--- config.mk ---
export PLATFORM = sky130hd
export DESIGN_NAME = sdm_ram
export DESIGN_NICKNAME = d
export VERILOG_FILES = /design/src/sdm_ram.sv
export SDC_FILE = /design/constraint.sdc
export NUM_CORES = 2
export LEC_CHECK = 0
export ABC_AREA = 1
export BUFFER_PORTS_ARGS = -buffer_cell sky130_fd_sc_hd__buf_4
export CAP_MARGIN = 0
export CORE_AREA = 4 4 514 516
export DETAILED_ROUTE_END_ITERATION = 6
export DIE_AREA = 0 0 518 520
export SLEW_MARGIN = 20
export SYNTH_ARGS = -nofsm -noshare
export SYNTH_HDL_FRONTEND = slang
export SYNTH_SLANG_ARGS = --single-unit
export TNS_END_PERCENT = 10
--- constraint.sdc ---
create_clock -name clk -period 6.01 [get_ports clk]
set_input_delay 0.9015 -clock clk [delete_from_list [all_inputs] [get_ports clk]]
set_output_delay 0.9015 -clock clk [all_outputs]
set_load 0.01 [all_outputs]
--- src/sdm_ram.sv ---
module sdm_ram #(
    parameter int DEPTH = 64,
    parameter int WIDTH = 32,
    parameter int AW    = 6
) (
    input  logic             clk,
    input  logic             we,
    input  logic [AW-1:0]    waddr,
    input  logic [WIDTH-1:0] wdata,
    input  logic [AW-1:0]    raddr,
    output logic [WIDTH-1:0] rdata
);

    logic [WIDTH-1:0] mem [DEPTH];
    logic [WIDTH-1:0] rdata_reg;

    always_ff @(posedge clk)
    begin
        if (we)
        begin
            mem[waddr] <= wdata;
        end
    end

    // registered read
    always_ff @(posedge clk)
    begin
        rdata_reg <= mem[raddr];
    end

    assign rdata = rdata_reg;

endmodule

Word-level counts from Yosys, hierarchy flattened. Memory sizes are Yosys's and may differ from the RTL's. A register that Yosys moved wholly into a read port is not among the register bits. Cells that the tools add are included.

Flip-flop bits (word level): 0. Bits in writable memories: 2048. Bits of input ports: 46. Output and inout port bits: 32. Word-level logic and storage cells: 3. Memories: 1.

Memory list: mem (words 64, width 32, read ports 1, clocked after memory_dff 1, write ports 1, line 14) `logic [WIDTH-1:0] mem [DEPTH];`.

Muxes and demuxes: 2.

Operator list (count): $mux 1 (2).

Logic depth before layout (Yosys ltp).
Depth in word-level cells: 2. Mapped depth: 13. Mapped depth without buffers: 9.

Worst setup path after synthesis. OpenSTA, ideal clock, no wires.

Path type: input -> register. From: input we. To: memory mem[48][0], enable pin. Library setup time: 0.502 ns. Data arrival time: 4.529 ns. Data required time: 5.508 ns. Setup slack: 0.979 ns. Stages: 3. Path buffers: 1. Cell sequence: clkbuf_1 nand4_1 nor4_1.

Word-level cells in the longest chain between the ends: 2.

Ends and longest elaborated chain: start, declared (line 7) `input logic we,`; $mux 1 (line 19) `if (we)`; $mux 1 (not written as such) (line 21) `mem[waddr] <= wdata;`; end, declared (line 14).

Every way passes these cells.

Worst setup path in the final report.
From: input waddr[1]. To: memory mem[60][16], enable pin.

RTL lines: start, declared (line 8) `input logic [AW-1:0] waddr,`.

No word-level cell before the write port.

==> results.sh <==
export IMPL_drv_slew=0
export IMPL_cts_sinks=2080
export IMPL_p_int_mw=23.8
export IMPL_fin_worst_skew_ns=0.0306
export IMPL_critPathRequiredTime_ns=6.48
export IMPL_synth_area_um2=82700
export IMPL_first_pass_iters=6
export IMPL_dieArea_um2=269000
export IMPL_finalCriticalPeriod_ns=3.17
export IMPL_pwr_share_seq=0.526
export IMPL_synth_most_common_cell="nand2_1"
export IMPL_synth_seq_cells=2080
export IMPL_reg2reg_depth=8
export IMPL_drive_gt1_frac=0.0827
export IMPL_areaGrowthSynthToFinish_pct=13.9
export IMPL_yosysTopAreaCellShare=0.743
export IMPL_fin_tns_setup_ns=0
export IMPL_worstSetupEndpoint="mem[60][16]$_DFFE_PP_"
export IMPL_antenna_found_initial=25
export IMPL_synth_nets=6815
export IMPL_outcome="completed"
export IMPL_drcViolationCount=0
export IMPL_switching_share=0.225
export IMPL_grt_pass1_vias=50300
export IMPL_ir_worst_vdd_mv=0.268
export IMPL_rr_endpoint="rdata[0]$_DFF_P_"
export IMPL_start_kind="primary input"
export IMPL_clock_power_share=0.413
export IMPL_hpwl_mm=133
export IMPL_grt_first_pass_wirelength_mm=352
export IMPL_postCtsHoldBufs=0
export IMPL_end_kind="flip-flop"
export IMPL_vias_per_cell=5.17
export IMPL_total_power_mw=30.7
export IMPL_crit_fanout=21
export IMPL_cts_path_max_buffers=3
export IMPL_maxCapViolations=0
export IMPL_drt_iter0_drc=5920
export IMPL_fp_dieH_um=520
export IMPL_setup_worst_path_class="in2reg"
export IMPL_worstPathArrival_ns=3.64
export IMPL_grt_max_degree=171
export IMPL_fmax_mhz=316
export IMPL_path_clk_slew_ns=0.06
export IMPL_io_pins=78
export IMPL_rsz0062_at_grt="no"
export IMPL_fin_crit_sh=0.527
export IMPL_hold_viol=0
export IMPL_ff2ff_setup_slack_ns=4.33
export IMPL_grt_overflow_total=0
export IMPL_rr_startpoint="mem[22][0]$_DFFE_PP_"
export IMPL_synth_edff_count=2048
export IMPL_critPathLaunch="waddr[1]"
export IMPL_cts_resized=0
export IMPL_postRouteAntennaNets=0
export IMPL_cts_buffers=199
export IMPL_clock_latency_ns=0.85
export IMPL_track_usage=0.174
export IMPL_worst_pin_slew_ns=1.17
export IMPL_power_switching_mw=6.91
export IMPL_die_x_um=518
export IMPL_async_flop_share=0
export IMPL_port_buffer_count=77
export IMPL_hold_path_class="in2reg"
export IMPL_final_cell_count_no_fill=10300
export IMPL_leakagePower_nw=32.4
export IMPL_p_comb_frac=0.061
export IMPL_core_um2=259000
export IMPL_num_rows=187
export IMPL_cts_root_buffer="clkbuf_16"
export IMPL_route_vias_total=53300
export IMPL_routedWlPerCell_um=23.5
export IMPL_synth_cell_types=16
export IMPL_cts_setup_buffers=0
export IMPL_yosysWarnings=0
export IMPL_slew_limit_headroom=0.216
export IMPL_gp_congestion=0.839
export IMPL_synth_seq_area_share=0.751
export IMPL_start_util=0.319
export IMPL_synth_area_leaders="edfxtp_1 (74%), nand3_1 (12%), nand2_1 (10%)"
export IMPL_synthFlopType="edfxtp_1"
export IMPL_postSynthAreaPerCell_um2=12.2
export IMPL_yosys_area_top_type="edfxtp_1"
export IMPL_largest_reg_flops=2048
export IMPL_yosys_top_cells_count="nand2_1 (2248), edfxtp_1 (2048), nand3_1 (1907), buf_2 (282), clkbuf_1 (77)"
export IMPL_p_per_area_nw_per_um2=326
export IMPL_cts_tree="yes"
export IMPL_dpl_cell_count=9908
export IMPL_ctsHtreeMaxLevel=4
export IMPL_routed_wirelength_mm=242
export IMPL_synth_cells=6769
export IMPL_utilization=0.364
export IMPL_setup_viol=0
export IMPL_fin_nets=6768
==> critical path: stages <==
cell and delay (ns):
buf_4 0.15, inv_1 0.27, nand4_1 0.91, nor2_4 0.87, buf_4 0.47
==> how the worst min path moves through the flow <==
stage / start / end / cells after the start
6_report: wdata[2] / mem[58][2]$_DFFE_PP_ / 1
4_1_cts: wdata[2] / mem[58][2]$_DFFE_PP_ / 1
2_1_floorplan: mem[14][0]$_DFFE_PP_ / rdata[0]$_DFF_P_ / 8
5_1_grt: wdata[2] / mem[56][2]$_DFFE_PP_ / 1
3_5_place_dp: mem[37][25]$_DFFE_PP_ / rdata[25]$_DFF_P_ / 8
3_3_place_gp: mem[14][7]$_DFFE_PP_ / rdata[7]$_DFF_P_ / 8
==> cell families after synthesis <==
kind of cell	share of synthesized area
DFF	0.751
and+or+nand+nor	0.221
buffers and inverters	0.0278
==> cells in the final DEF (no fill, tap or decap), types with 2 or more instances in the layout <==
| master | synthesis | layout |
|---|---|---|
| inv_16 | 0 | 2 |
| nand4_1 | 9 | 9 |
| clkbuf_8 | 0 | 18 |
| buf_8 | 2 | 3 |
| buf_12 | 0 | 38 |
| clkinvlp_4 | 0 | 10 |
| inv_1 | 9 | 7 |
| diode_2 | 0 | 11 |
| clkbuf_16 | 0 | 205 |
| edfxtp_1 | 2048 | 2048 |
| bufinv_16 | 0 | 20 |
| buf_16 | 0 | 16 |
| inv_8 | 0 | 2 |
| clkinv_2 | 0 | 40 |
| buf_4 | 45 | 143 |
| nor2_4 | 0 | 56 |
| nand3_1 | 1907 | 1907 |
| nand2_1 | 2248 | 2248 |
| nor4_2 | 0 | 7 |
| clkbuf_1 | 77 | 41 |
| inv_6 | 0 | 4 |
| dfxtp_1 | 32 | 32 |
| clkinv_8 | 0 | 4 |
| clkinv_1 | 0 | 30 |
==> layout make-up <==
type                    instances  area [um^2]
fillers                     24600       165000
flip-flops and latches       2080        62100
multi-input cells            4228        18800
clock buffers                 264         5530
well taps                    3402         4260
repair buffers                201         2330
clock inverters               107         1090
inverters                      12         82.6
diodes                         11         27.5
==> power by group through the flow <==
stage | Clock (mW) | Sequential [mW] | Combinational [mW]
finish | 12.7 | 16.2 | 1.86
global route | 13.5 | 16.2 | 2.02
CTS | 12.9 | 16.2 | 1.87
detailed placement | 0 | 16.5 | 1.87
global placement | 0 | 16.5 | 1.84
floorplan | 0 | 16.4 | 0.986
==> through the flow <==
step	worst slack [ns]	hold WS [ns]	area, um^2
final	2.84	0.636	94200
after global routing	2.85	0.638	94200
after CTS	2.91	0.627	93900
after detailed placement	2.01	0.796	87200
after global placement	2.05	0.812	86800
after floorplan	0.979	0.721	82700
==> layer usage <==
metal  vias to the layer above  track usage  wire, um
met5                         -            0       144
met4                        24       0.0863     12400
met3                       469       0.0260     16700
met2                      2230        0.289    118000
met1                     26600        0.222     94700
li1                      24000            -         -
Note: power is estimated with default switching activity, not from simulation.
