===== src/sdm_pkg.sv =====
package sdm_pkg;

    localparam int SDM_MAX_N = 64;

    // item kinds
    localparam logic [2:0] KIND_SET   = 3'd0;
    localparam logic [2:0] KIND_ADD   = 3'd1;
    localparam logic [2:0] KIND_SCALE = 3'd2;
    localparam logic [2:0] KIND_LOAD  = 3'd3;
    localparam logic [2:0] KIND_MUL   = 3'd4;

    // result status codes
    localparam logic [1:0] STAT_OK       = 2'd0;
    localparam logic [1:0] STAT_OFF_DIAG = 2'd1;
    localparam logic [1:0] STAT_RANGE    = 2'd2;

    // configuration register indexes
    localparam logic [1:0] CFG_DIAG = 2'd0;
    localparam logic [1:0] CFG_SYM  = 2'd1;
    localparam logic [1:0] CFG_SIZE = 2'd2;

    typedef struct packed {
        logic [2:0]         kind;
        logic [5:0]         row;
        logic [5:0]         col;
        logic signed [31:0] operand;
    } in_item_t;

    typedef struct packed {
        logic [1:0]         status;
        logic [5:0]         row_index;
        logic signed [31:0] product_value;
        logic               last;
    } out_item_t;

    typedef struct packed {
        logic vld;
        logic clr;
    } mac_ctl_t;

    typedef enum logic [3:0] {
        ST_CLR,
        ST_IDLE,
        ST_SET_A,
        ST_SET_B,
        ST_ADD_RD_A,
        ST_ADD_WR_A,
        ST_ADD_RD_B,
        ST_ADD_WR_B,
        ST_VEC_WR,
        ST_SCALE,
        ST_SCALE_DRAIN,
        ST_MUL_INIT,
        ST_MUL_ISSUE,
        ST_MUL_DRAIN,
        ST_MUL_EMIT,
        ST_ACK
    } state_t;

    // floor shift right by 16, then clamp to 32 bits
    function automatic logic signed [31:0] q_shift_sat(input logic signed [63:0] v);
        logic signed [63:0] s;
        begin
            s = v >>> 16;
            if (s > 64'sd2147483647)
                q_shift_sat = 32'sh7fffffff;
            else if (s < -64'sd2147483648)
                q_shift_sat = 32'sh80000000;
            else
                q_shift_sat = s[31:0];
        end
    endfunction

    // 33-bit exact sum clamped to 32 bits
    function automatic logic signed [31:0] sat_add(input logic signed [31:0] a,
                                                   input logic signed [31:0] b);
        logic signed [32:0] sum;
        begin
            sum = {a[31], a} + {b[31], b};
            if (sum[32] != sum[31])
                sat_add = sum[32] ? 32'sh80000000 : 32'sh7fffffff;
            else
                sat_add = sum[31:0];
        end
    endfunction

endpackage


===== src/sdm_mac.sv =====
module sdm_mac (
    input  logic               clk,
    input  logic               rst_n,
    input  sdm_pkg::mac_ctl_t  ctl,
    input  logic signed [31:0] a,
    input  logic signed [31:0] b,
    output logic signed [31:0] prod_q,
    output logic signed [31:0] acc_q
);

    logic signed [63:0] prod_reg;
    logic signed [63:0] acc_reg;
    logic signed [63:0] acc_next;
    logic               prod_vld_reg;

    always_comb
    begin
        acc_next = acc_reg;
        if (ctl.clr)
            acc_next = '0;
        else if (prod_vld_reg)
            acc_next = acc_reg + prod_reg; // wraps modulo 2^64
    end

    always_ff @(posedge clk or negedge rst_n)
    begin
        if (!rst_n)
        begin
            prod_vld_reg <= 1'b0;
        end
        else
        begin
            prod_vld_reg <= ctl.vld;
        end
    end

    always_ff @(posedge clk)
    begin
        prod_reg <= a * b;
        acc_reg  <= acc_next;
    end

    assign prod_q = sdm_pkg::q_shift_sat(prod_reg);
    assign acc_q  = sdm_pkg::q_shift_sat(acc_reg);

endmodule


===== config.mk =====
export PLATFORM = sky130hd
export DESIGN_NAME = sdm_mac
export DESIGN_NICKNAME = d
export VERILOG_FILES = /design/src/sdm_pkg.sv /design/src/sdm_mac.sv
export SDC_FILE = /design/constraint.sdc
export NUM_CORES = 2
export LEC_CHECK = 0
export ABC_AREA = 1
export BUFFER_PORTS_ARGS = -buffer_cell sky130_fd_sc_hd__buf_2
export CAP_MARGIN = 20
export CORE_ASPECT_RATIO = 1.2
export CORE_UTILIZATION = 45
export DETAILED_ROUTE_END_ITERATION = 12
export HOLD_SLACK_MARGIN = 0.1
export PLACE_DENSITY_LB_ADDON = 0.3
export SKIP_LAST_GASP = 1
export SLEW_MARGIN = 10
export SYNTH_ARGS = -nofsm -noshare
export SYNTH_HDL_FRONTEND = slang
export SYNTH_SLANG_ARGS = --single-unit

===== constraint.sdc =====
create_clock -name clk -period 1.9 [get_ports clk]
set_input_delay 0.38 -clock clk [delete_from_list [all_inputs] [get_ports clk]]
set_output_delay 0.38 -clock clk [all_outputs]
set_load 0.005 [all_outputs]

# == Word-level counts from Yosys, hierarchy flattened ==
# Index checks and enable logic that the tools add are counted.
# totals
inputBits,68
ff_bits,129
elab_cells,13
# classes
n_mux,4
mul,1
addsub,1
order_cmp,4
# op_table
op,n
two-way mux 32 bit,4
"greater-than comparator 48 x 32 -> 1 bit, second input constant",2
"less-than comparator 48 x 32 -> 1 bit, second input constant",2
adder 64 bit,1
multiplier 32 x 32 -> 64 bit,1

# == Logic depth before layout (Yosys ltp) ==
# depth
word_depth,3
depth_mapped,31

# == Worst setup path after synthesis ==
# No wires, ideal clock.
# synth_timing
kind,input to register
start,in a[31]
end,reg prod_reg[62]
required_time_ns,1.788
slack_ns,-5.210
t_arrival_ns,6.998
setup_time_ns,0.112
n_path_buf,1
path_stages,28
path_cell_list,clkbuf_1 -> nand2_1 -> inv_1 -> fa_1 -> inv_1 -> fa_1 -> inv_1 -> fa_1 -> fa_1 -> inv_1 -> fa_1 -> inv_1 -> fa_1 -> inv_1 -> fa_1 -> inv_1 -> fa_1 -> ha_1 -> a21oi_1 -> inv_1 -> a31oi_1 -> o21ai_0 -> nand3_1 -> nand2_1 -> a21oi_1 -> nand2_1 -> nand2_1 -> nand2_1
# synth_between
elab_chain_len,1
# synth_lines
item,line_no,rtl
"start, declared",sdm_mac.sv:5,"input logic signed [31:0] a,"
multiplier 32 x 32 -> 64 bit,sdm_mac.sv:39,prod_reg <= a * b;
"end signal, assigned",sdm_mac.sv:39,
"end, declared",sdm_mac.sv:11,logic signed [63:0] prod_reg;
# No other way between the ends.
# A chain may end at the register's enable or synchronous reset.

# == Worst setup path in the final report ==
# layout_timing
start,in a[31]
end,reg prod_reg[60]
# The elaborated chain is that of the path after synthesis.

==> metrics.txt <==
# TYPE chip_impl_metric gauge
chip_impl_info{name="run_status",value="complete, but fails checks"} 1
chip_impl_info{name="failed_checks",value="setup timing"} 1
chip_impl_metric{name="timing.max_cap.violations",unit=""} 0
chip_impl_metric{name="synth_top_area_share",unit=""} 0.457
chip_impl_info{name="tritoncts",value="yes"} 1
chip_impl_metric{name="floorplan.die.width",unit="um"} 299
chip_impl_metric{name="dpl_worst_slack",unit="ps"} -5220
chip_impl_metric{name="grt_overflow_total",unit=""} 0
chip_impl_metric{name="route.vias.total",unit=""} 43000
chip_impl_metric{name="finalHoldViolCount",unit=""} 0
chip_impl_metric{name="synthesized_area_fraction_occupied_by_ao_oa_aoi_and_oai_cells",unit=""} 0.0530
chip_impl_metric{name="proportion_of_layout_cells_with_a_drive_suffix_above_1",unit=""} 0.272
chip_impl_info{name="cts-root-buf",value="clkbuf_16"} 1
chip_impl_metric{name="route.detailed.vias_per_inst",unit=""} 4.98
chip_impl_metric{name="design.final.nets",unit=""} 8633
chip_impl_metric{name="total_standard_cell_area_after_synthesis",unit="sq um"} 47500
chip_impl_metric{name="worst_slew_margin_rel",unit=""} 0.707
chip_impl_metric{name="timing.critical_path.required",unit="ps"} 2260
chip_impl_metric{name="final.fill_count",unit=""} 8988
chip_impl_metric{name="design_area",unit="sq um"} 63100
chip_impl_metric{name="cp_slowest_stage_delay",unit="ps"} 520
chip_impl_metric{name="synth_area_in_adders",unit=""} 0.522
chip_impl_metric{name="syn_to_final_growth",unit="%"} 33.0
chip_impl_metric{name="synth_simple_gate_area_frac",unit=""} 0.186
chip_impl_info{name="critPathKind",value="in -> reg"} 1
chip_impl_metric{name="route.antenna.remaining_nets",unit=""} 0
chip_impl_metric{name="die_height",unit="um"} 358
chip_impl_metric{name="drt_drc_violations_left",unit=""} 0
chip_impl_metric{name="detail_route.first_pass.iterations",unit=""} 5
chip_impl_metric{name="gp_routability_congestion",unit=""} 0.990
chip_impl_metric{name="h-tree-depth",unit=""} 4
chip_impl_metric{name="timing.final.setup_violations",unit=""} 178
chip_impl_metric{name="synth-edff-count",unit=""} 0
chip_impl_metric{name="path_clk_slew",unit="ps"} 70
chip_impl_metric{name="detail_route.wl_per_cell",unit="um"} 18.4
chip_impl_info{name="cp_max_stage_cell",value="fa_1"} 1
chip_impl_metric{name="grt_pass1_wl",unit="mm"} 248
chip_impl_metric{name="report.final.slew_viol_count",unit=""} 0
chip_impl_metric{name="first_global_vias",unit=""} 46300
chip_impl_metric{name="post-dp-hpwl",unit="mm"} 132
chip_impl_metric{name="start_util",unit=""} 0.454
chip_impl_metric{name="finalWorstSetupSlack",unit="ps"} -4560
chip_impl_metric{name="final_clock_period_utilization_by_the_worst_path",unit=""} 3.40
chip_impl_metric{name="portion_of_netlist_area_occupied_by_mux_cells",unit=""} 0
chip_impl_metric{name="timing.setup.tns",unit="ps"} -306940
chip_impl_metric{name="fp.coreArea",unit="sq um"} 105000
chip_impl_metric{name="antenna_found_initial",unit=""} 2
chip_impl_metric{name="skew",unit="ps"} 15.1
chip_impl_metric{name="timing.critical_path.fanout_max",unit=""} 8
chip_impl_metric{name="synth_nets",unit=""} 7722
chip_impl_metric{name="ios",unit=""} 132
chip_impl_metric{name="number_of_buffers_inserted_by_port_buffering",unit=""} 131
chip_impl_metric{name="clock_tree.buffer_depth",unit=""} 2
chip_impl_metric{name="number_of_cts_inserted_buffers",unit=""} 17
chip_impl_info{name="dominant_combinational_cell_family_by_area_after_synthesis",value="adder cells"} 1
chip_impl_info{name="hold_path_class",value="in -> async"} 1
chip_impl_metric{name="ys_seq_elements",unit=""} 129
chip_impl_metric{name="gr-usage-all-layers",unit=""} 0.300
chip_impl_info{name="synth.top_cells.by_area",value="fa_1 (46%), inv_1 (15%), nand2_1 (13%), ha_1 (6.5%), dfxtp_1 (5.4%)"} 1
chip_impl_info{name="yosys-top-cells-count",value="inv_1 (1882), nand2_1 (1613), fa_1 (1083)"} 1
chip_impl_metric{name="syn_avg_cell_area",unit="sq um"} 7.51
chip_impl_metric{name="final_period_minus_worst_setup_slack",unit="ps"} 6460
chip_impl_metric{name="synth-seq-area-share",unit=""} 0.0545
chip_impl_info{name="worst_setup_path_end_kind",value="flop"} 1
chip_impl_metric{name="yosys_warnings",unit=""} 0
chip_impl_metric{name="synth_cell_type_count",unit=""} 44
chip_impl_metric{name="cp_arrival",unit="ps"} 6820
chip_impl_metric{name="synthArstFlopShare",unit=""} 0.00775
chip_impl_metric{name="drt_iter0_drc",unit=""} 2621
chip_impl_metric{name="fmax",unit="MHz"} 155
chip_impl_info{name="rsz_0062_raised_after_global_routing",value="yes"} 1
chip_impl_metric{name="post_synth_xor_area_fraction",unit=""} 0.0164
chip_impl_metric{name="clock_latency",unit="ps"} 470
chip_impl_metric{name="pin_count_of_the_biggest_net_entering_global_routing",unit=""} 78
chip_impl_metric{name="rows",unit=""} 130
chip_impl_info{name="synth_most_common_cell",value="inv_1"} 1
chip_impl_metric{name="die_area",unit="sq um"} 107000
chip_impl_metric{name="totalWireLength",unit="mm"} 159
chip_impl_metric{name="placed_cell_area",unit="sq um"} 57600
chip_impl_metric{name="worst_slew_pin_slew",unit="ps"} 439
chip_impl_info{name="synth_flop_cell",value="dfxtp_1"} 1
chip_impl_info{name="startpoint_class_of_the_critical_path",value="input pin"} 1
chip_impl_metric{name="synthesis.instances",unit=""} 6324
chip_impl_info{name="cell_occurring_most_often_along_the_worst_timing_path",value="fa_1"} 1
chip_impl_metric{name="sink_count",unit=""} 129
chip_impl_metric{name="whs",unit="ps"} 224
chip_impl_info{name="synth_top_cell_by_area",value="fa_1"} 1
## worst paths after layout
| check | start | endpoint | slack [ps] | depth (start not counted) |
|---|---|---|---|---|
| max | a[31] | prod_reg[60] | -4560 | 28 |
| min reg2reg | acc_reg[0] | acc_reg[0] | 490 | 2 |
| max in group asynchronous | rst_n | prod_vld_reg | 1580 | 2 |
| min | rst_n | prod_vld_reg | 220 | 2 |
| max reg2reg | prod_reg[42] | acc_reg[43] | -580 | 12 |
| min in group clk | ctl[0] | acc_reg[0] | 420 | 3 |
## worst max-delay path: cells and delay by family
family	cells	cell delay (ps)
adder cells (fa/ha/maj)	9	4260
buffers and inverters	11	1300
AND/OR/NAND/NOR	8	900
## cells in the final DEF (no fill, tap or decap), types with 114 or more instances in the layout
cell type / synthesis / routed
buf_4: 0 / 773
nor2_1: 280 / 182
a21oi_1: 209 / 134
buf_6: 0 / 114
nand2_1: 1613 / 1480
o21ai_0: 175 / 126
fa_1: 1083 / 976
inv_2: 16 / 137
ha_1: 247 / 175
dfxtp_1: 128 / 127
inv_1: 1882 / 1756
## repair_timing
action                     in CTS  in global routing
setup endpoints to repair     178                180
gates resized for setup       566                353
cloned                         10                  3
hold endpoints to repair        2                  0
pin swaps                     280                352
buffers inserted               96                 65
hold buffers                    2                  0
## cell type report
type | count | area (sq um) | area share
Clock buffer | 17 | 425 | 0.00674
Inverter | 1899 | 7140 | 0.113
Antenna cell | 1 | 2.50 | 0.0000396
Tap cell | 1386 | 1730 | 0.0275
Clock inverter | 15 | 163 | 0.00258
Sequential cell | 129 | 2590 | 0.0410
Multi-Input combinational cell | 4069 | 40800 | 0.645
Timing Repair Buffer | 1119 | 10300 | 0.164
## per-stage QoR
step / util / cells
2_1_floorplan: - / 6324
3_3_place_gp: 0.551 / 8445
3_5_place_dp: 0.551 / 8445
4_1_cts: 0.587 / 8579
5_1_grt: 0.604 / 8634
6_report: 0.604 / 8635
## logic make-up (layout without fill, tap and decap cells)
| logic type | count (synthesis) | after routing |
|---|---|---|
| xor+xnor | 89 | 89 |
| buf+inv | 2126 | 3050 |
| compound gates | 464 | 464 |
| other cells | 0 | 1 |
| simple gates | 2186 | 2186 |
| fa+ha+maj | 1330 | 1330 |
| flops | 129 | 129 |
## routing by layer
metal	wire length, um	up-vias	global-route usage
met3	8240	464	0.0320
li1	-	19800	-
met4	9660	0	0.150
met5	0	-	0
met2	80900	1377	0.545
met1	60400	21400	0.352
Power is left out: the tool's default activity adds up to more than one toggle a clock period on the data nets, which glitch-free logic cannot reach.
